<file path="src/sv/sdm_pkg.sv">
// Package for the stack with middle removal: beat types, codes, sizing.
// Used by stack_delete_middle; no dependencies.
package sdm_pkg;

  // stack sizing
  localparam int STACK_DEPTH = 32;
  localparam int ADDR_W      = (STACK_DEPTH > 1) ? $clog2(STACK_DEPTH) : 1;
  localparam int CNT_W       = $clog2(STACK_DEPTH + 1);

  // fixed field widths
  localparam int DATA_W   = 32;
  localparam int POS_W    = 5;
  localparam int COUNT_W  = 6;
  localparam int STATUS_W = 2;

  // request codes
  localparam logic REQ_PUSH   = 1'b0;
  localparam logic REQ_REMOVE = 1'b1;

  // status codes
  localparam logic [STATUS_W-1:0] STATUS_DONE  = 2'd0;
  localparam logic [STATUS_W-1:0] STATUS_UNDER = 2'd1;
  localparam logic [STATUS_W-1:0] STATUS_FULL  = 2'd2;

  typedef struct packed {
    logic                     req_type;
    logic signed [DATA_W-1:0] push_value;
  } req_t;

  typedef struct packed {
    logic [STATUS_W-1:0]      op_status;
    logic                     entry_valid;
    logic signed [DATA_W-1:0] entry_value;
    logic [POS_W-1:0]         entry_position;
    logic [COUNT_W-1:0]       entry_count;
    logic                     run_last;
  } rsp_t;

  typedef enum logic [2:0] {
    ST_IDLE,
    ST_SHIFT_RD,
    ST_SHIFT_WR,
    ST_READ,
    ST_LOAD,
    ST_SEND
  } state_t;

endpackage

</file>
<file path="src/sv/stack_delete_middle.sv">
// An accepted request passes through ST_READ and ST_LOAD, and the first result beat
// is offered in ST_SEND; each further beat is loaded in ST_LOAD and offered in ST_SEND,
// which holds while the receiver stalls. A removal first moves floor(n/2) entries
// down, each read in ST_SHIFT_RD and written in ST_SHIFT_WR, before the readout.
// One item at a time: a new request is accepted only in ST_IDLE, after the final beat
// of the previous readout; the stack memory has a single read port.
// Reset (rst, synchronous): stack empty, sequencer idle; memory contents are not cleared.
// Depends on sdm_pkg.
module stack_delete_middle (
  input  logic          clk,
  input  logic          rst,
  input  logic          in_valid,
  output logic          in_ready,
  input  sdm_pkg::req_t in_data,
  output logic          out_valid,
  input  logic          out_ready,
  output sdm_pkg::rsp_t out_data
);
  import sdm_pkg::*;

  state_t state;
  state_t state_next;

  logic [CNT_W-1:0]    count;
  logic [CNT_W-1:0]    ptr;
  logic [CNT_W-1:0]    k;
  logic [STATUS_W-1:0] status;
  rsp_t                out_q;

  logic signed [DATA_W-1:0] mem [STACK_DEPTH];
  logic signed [DATA_W-1:0] rdata;

  logic                     mem_we;
  logic [ADDR_W-1:0]        mem_wa;
  logic signed [DATA_W-1:0] mem_wd;
  logic [ADDR_W-1:0]        mem_ra;

  logic             in_fire;
  logic             out_fire;
  logic             is_full;
  logic             too_few;
  logic [CNT_W-1:0] mid_idx;
  logic             shift_more;
  logic             last_beat;

  assign in_fire    = in_valid && in_ready;
  assign out_fire   = out_valid && out_ready;
  assign is_full    = (count == CNT_W'(STACK_DEPTH));
  assign too_few    = (count < CNT_W'(2));
  // position floor(n/2) from the top, as an index from the bottom
  assign mid_idx    = count - CNT_W'(1) - (count >> 1);
  assign shift_more = ({1'b0, ptr} + (CNT_W+1)'(2)) < {1'b0, count};
  assign last_beat  = out_q.run_last;

  // next state
  always_comb begin
    state_next = state;
    unique case (state)
      ST_IDLE: begin
        if (in_fire) begin
          if (in_data.req_type == REQ_REMOVE && !too_few) begin
            state_next = ST_SHIFT_RD;
          end else begin
            state_next = ST_READ;
          end
        end
      end
      ST_SHIFT_RD: state_next = ST_SHIFT_WR;
      ST_SHIFT_WR: state_next = shift_more ? ST_SHIFT_RD : ST_READ;
      ST_READ:     state_next = ST_LOAD;
      ST_LOAD:     state_next = ST_SEND;
      ST_SEND: begin
        if (out_fire) begin
          state_next = last_beat ? ST_IDLE : ST_LOAD;
        end
      end
      default:     state_next = ST_IDLE;
    endcase
  end

  // handshake and memory port control
  always_comb begin
    in_ready  = 1'b0;
    out_valid = 1'b0;
    mem_we    = 1'b0;
    mem_wa    = ptr[ADDR_W-1:0];
    mem_wd    = rdata;
    mem_ra    = ADDR_W'(count - CNT_W'(1) - k);
    unique case (state)
      ST_IDLE: begin
        in_ready = 1'b1;
        if (in_fire && in_data.req_type == REQ_PUSH && !is_full) begin
          mem_we = 1'b1;
          mem_wa = count[ADDR_W-1:0];
          mem_wd = in_data.push_value;
        end
      end
      ST_SHIFT_RD: mem_ra = ADDR_W'(ptr + CNT_W'(1));
      ST_SHIFT_WR: mem_we = 1'b1;
      ST_READ:     mem_ra = ADDR_W'(count - CNT_W'(1) - k);
      ST_LOAD:     mem_ra = ADDR_W'(count - CNT_W'(1) - k);
      ST_SEND: begin
        out_valid = 1'b1;
        // prefetch the next entry down while this beat goes out
        mem_ra    = ADDR_W'(count - CNT_W'(2) - k);
      end
      default: ;
    endcase
  end

  // stack memory, one write and one registered read per cycle
  always_ff @(posedge clk) begin
    if (mem_we) begin
      mem[mem_wa] <= mem_wd;
    end
    rdata <= mem[mem_ra];
  end

  // control registers
  always_ff @(posedge clk) begin
    if (rst) begin
      state <= ST_IDLE;
      count <= '0;
    end else begin
      state <= state_next;
      if (state == ST_IDLE && in_fire && in_data.req_type == REQ_PUSH && !is_full) begin
        count <= count + CNT_W'(1);
      end else if (state == ST_SHIFT_WR && !shift_more) begin
        count <= count - CNT_W'(1);
      end
    end
  end

  // sequencer datapath: status, shift pointer, readout position, result beat
  always_ff @(posedge clk) begin
    unique case (state)
      ST_IDLE: begin
        k <= '0;
        if (in_fire) begin
          ptr <= mid_idx;
          if (in_data.req_type == REQ_PUSH && is_full) begin
            status <= STATUS_FULL;
          end else if (in_data.req_type == REQ_REMOVE && too_few) begin
            status <= STATUS_UNDER;
          end else begin
            status <= STATUS_DONE;
          end
        end
      end
      ST_SHIFT_WR: ptr <= ptr + CNT_W'(1);
      ST_LOAD: begin
        out_q.op_status      <= status;
        out_q.entry_position <= POS_W'(k);
        out_q.entry_count    <= COUNT_W'(count);
        if (count == '0) begin
          out_q.entry_valid <= 1'b0;
          out_q.entry_value <= '0;
          out_q.run_last    <= 1'b1;
        end else begin
          out_q.entry_valid <= 1'b1;
          out_q.entry_value <= rdata;
          out_q.run_last    <= (k + CNT_W'(1) == count);
        end
      end
      ST_SEND: begin
        if (out_fire && !last_beat) begin
          k <= k + CNT_W'(1);
        end
      end
      default: ;
    endcase
  end

  assign out_data = out_q;

  // checks
  a_count_bound: assert property (@(posedge clk) disable iff (rst)
    count <= CNT_W'(STACK_DEPTH))
    else $error("fill count beyond stack depth");

  a_sides_apart: assert property (@(posedge clk) disable iff (rst)
    !(in_ready && out_valid))
    else $error("input taken while a result beat is offered");

  a_last_ends: assert property (@(posedge clk) disable iff (rst)
    out_valid && out_ready && out_data.run_last |=> in_ready)
    else $error("sequencer not idle after final beat");

  a_count_match: assert property (@(posedge clk) disable iff (rst)
    out_valid |-> out_data.entry_count == COUNT_W'(count))
    else $error("beat count differs from fill count");

endmodule
</file>
<file path="config.mk">
export PLATFORM = sky130hd
export DESIGN_NAME = stack_delete_middle
export DESIGN_NICKNAME = d
export VERILOG_FILES = /design/src/sv/sdm_pkg.sv /design/src/sv/stack_delete_middle.sv
export SDC_FILE = /design/constraint.sdc
export NUM_CORES = 2
export LEC_CHECK = 0
export BUFFER_PORTS_ARGS = -buffer_cell sky130_fd_sc_hd__buf_2
export CAP_MARGIN = 20
export CORE_ASPECT_RATIO = 0.9
export CORE_UTILIZATION = 56
export DETAILED_ROUTE_END_ITERATION = 8
export PLACE_DENSITY = 0.84
export SKIP_LAST_GASP = 1
export SYNTH_ARGS = -nofsm -noshare
export SYNTH_HDL_FRONTEND = slang
export SYNTH_SLANG_ARGS = --single-unit
</file>
<file path="constraint.sdc">
create_clock -name clk -period 4.1 [get_ports clk]
set_input_delay 0.205 -clock clk [delete_from_list [all_inputs] [get_ports clk]]
set_output_delay 0.205 -clock clk [all_outputs]
set_load 0.03 [all_outputs]
</file>
==> results.json <==
{
  "status": "finished, final reports clean",
  "io_pins": 86,
  "yosysWarningCount": 0,
  "rsz0062_at_grt": "false",
  "fillers": 5203,
  "drive_gt1_share_pct": 15.33,
  "yosys_register_bits": 1126,
  "grt_usage_pct": 26.67,
  "slew_headroom_pct": 29.92,
  "grt_max_degree": 96,
  "critPathArrivalTime_ps": 4210,
  "synth_top_area_cell": "edfxtp_1",
  "synthArstFlopShare_pct": 0,
  "hold_violations": 0,
  "netlist_area_mm2": 0.04579,
  "drc_errors": 0,
  "setup_violations": 0,
  "endpoint_kind": "register",
  "clock_latency_ps": 690,
  "cts_tree": "done",
  "ant_nets": 0,
  "path_clk_slew_ps": 60,
  "die-area_mm2": 0.08291,
  "path_buf_inv": 2,
  "die-height_um": 273.3,
  "clock_sinks": 1126,
  "grt_overflow": 0,
  "drtIter0Drc": 3134,
  "vias": 26521,
  "antenna_cells": 0,
  "cts_inserted_buffers": 107,
  "port-buffer-count": 85,
  "rows": 99,
  "grt_pass1_vias": 26715,
  "routed_via_density": 6.408,
  "finalNetCount": 3055,
  "dr.pass1.iters": 6,
  "synth_area_per_cell_um2": 16.13,
  "synth_flop_cell": "edfxtp_1",
  "routed_wl_mm": 110.7,
  "synth_top_area_share_pct": 71.16,
  "fmax_mhz": 256.4,
  "wl_per_cell_um": 26.74,
  "fin_crit_sh_pct": 95.13,
  "maxCapViolations": 0,
  "synth.distinct_cells": 60,
  "worst_slew_pin_slew_ps": 1042,
  "synth_fp_nets": 2904,
  "slowest_delay_ps": 860,
  "die_x_um": 303.4,
  "tns_ps": 0,
  "cpLargestDelayFamily": "simple AND/OR/NAND/NOR gates",
  "yosysSeqAreaShare_pct": 72.95,
  "place.gp.congestion": 0.8379,
  "area_delta_synth_final_pct": 14.16,
  "root_buffer": "clkbuf_16",
  "critPathMaxFanout": 21,
  "place_hpwl_mm": 60.08,
  "synthCells": 2838,
  "crit_path_top_delay_cell": "or4_1",
  "grt_pass1_wl_mm": 163.7,
  "cts_max_level": 3,
  "grt_antenna_before_repair": 1,
  "min_period_ps": 3900,
  "hold_path.class": "primary input to register",
  "critPathKind": "register to register",
  "core_area_mm2": 0.08101,
  "drv_slew": 0,
  "cp.required_ps": 4410,
  "startpoint_type": "register",
  "start_util_pct": 56.52,
  "netlist_top_cells_area": "edfxtp_1, mux2i_1, a211oi_1",
  "crit_chain": "inv_1 -> ha_1 -> nand2_1 -> nor2_1 -> or3_2 -> mux2i_2 -> or4_1 -> nor2_4 -> buf_4",
  "finClkSkew_ps": 33.19,
  "ctsLongestPathBuffers": 3,
  "synth_edf_count": 1085
}
## cells in the mapped netlist, drive strengths merged, types with 3 or more instances
library cell / instances
or3: 5
dfxtp: 41
edfxtp: 1085
a211o: 33
o211ai: 34
xor2: 9
a22oi: 4
buf: 78
nor2b: 163
nand2b: 4
nor2: 55
nand3: 12
a21o: 5
clkinv: 3
xnor2: 20
nor3b: 4
o31ai: 5
o21ai: 8
clkbuf: 107
nand2: 154
a21oi: 78
and2: 36
a211oi: 289
mux2: 33
a32o: 32
fa: 3
a31oi: 3
mux2i: 419
ha: 26
inv: 25
nor3: 43
## layout by cell type (no fill, tap or decap), types with 4 or more instances in the layout
| cell type | instances |
|---|---|
| a211o_1 | 33 |
| a211oi_1 | 288 |
| a21o_1 | 5 |
| a21oi_1 | 77 |
| a22oi_1 | 4 |
| a32o_1 | 32 |
| and2_1 | 34 |
| buf_12 | 43 |
| buf_2 | 85 |
| buf_4 | 94 |
| bufinv_16 | 18 |
| clkbuf_1 | 18 |
| clkbuf_16 | 108 |
| clkinv_1 | 18 |
| clkinv_2 | 16 |
| clkinvlp_4 | 11 |
| dfxtp_1 | 41 |
| dlygate4sd3_1 | 5 |
| edfxtp_1 | 1085 |
| ha_1 | 26 |
| inv_1 | 24 |
| inv_6 | 6 |
| mux2_2 | 33 |
| mux2i_1 | 417 |
| nand2_1 | 151 |
| nand2b_1 | 4 |
| nand3_1 | 12 |
| nor2_1 | 21 |
| nor2_4 | 34 |
| nor2b_1 | 163 |
| nor3_1 | 41 |
| nor3b_1 | 4 |
| o211ai_1 | 34 |
| o21ai_0 | 7 |
| o31ai_1 | 5 |
| xnor2_1 | 20 |
| xor2_1 | 9 |
## per-layer routing
| metal | wire length [um] | track usage [%] |
|---|---|---|
| met1 | 40520 | 34.42 |
| met2 | 53930 | 43.96 |
| met3 | 10880 | 5.016 |
| met4 | 5323 | 12.26 |
| met5 | 0 | 0 |
## worst min-delay path: stages
cell and delay, ps:
buf_2 80, nand2_1 40, nand2_1 220
## cells by family (layout without fill, tap and decap cells)
logic type	after synthesis	count (layout)	synth area share [%]
flip-flops	1126	1126	72.95
AO/OA/AOI/OAI	501	501	8.015
AND/OR/NAND/NOR	486	486	5.441
multiplexers	452	452	9.988
buffers and inverters	213	454	2.110
XOR/XNOR	31	31	0.6531
adder cells (fa/ha/maj)	29	29	0.8417
## state kept, by name (all words and copies together) (netlist names)
signal / flops
count: 6
state: 3
k: 6
rdata: 32
last_beat: 1
status: 2
ptr: 6
mem: 1024
out_data: 46
## through the flow
stage	setup WS, ps	util (%)	instances	hold WS (ps)	area [um^2]
floorplan	15.72	-	2838	321.4	45790
global placement	401.9	59.91	3935	413.5	48530
detailed placement	307.7	59.91	3935	421.9	48530
CTS	266.2	64.51	4139	6.932	52260
global route	13.83	64.52	4139	58.79	52270
finish	199.7	64.52	4139	47.34	52270
## area by class of cell
| type | count | area, um^2 | area share, % |
|---|---|---|---|
| Sequential cell | 1126 | 33400 | 63.91 |
| Clock buffer | 129 | 2811 | 5.379 |
| Multi-Input combinational cell | 1499 | 11710 | 22.41 |
| Tap cell | 1060 | 1326 | 2.537 |
| Timing Repair Buffer | 227 | 2042 | 3.907 |
| Inverter | 28 | 106.4 | 0.2035 |
| Clock inverter | 70 | 867.1 | 1.659 |
## what timing repair did
item / 4_1_cts / 5_1_grt
buffers inserted: 0 / 0
resized for setup: 0 / 1
hold endpoints to repair: 13 / 0
hold buffers: 5 / 0
setup endpoints to repair: 0 / 1
## final timing paths
| path | depth (start not counted) | to | slack (ps) | startpoint |
|---|---|---|---|---|
| worst min register to register | 0 | out_data[45] | 450 | status[0] |
| worst max register to register | 9 | mem[21][19] | 200 | count[1] |
| worst min-delay path | 3 | mem[16][24] | 50 | in_data[24] |
| worst max-delay path | 9 | mem[21][19] | 200 | count[1] |
Power is not shown: default switching activity piles up to over one toggle a cycle in this logic, so the estimate is an artifact.
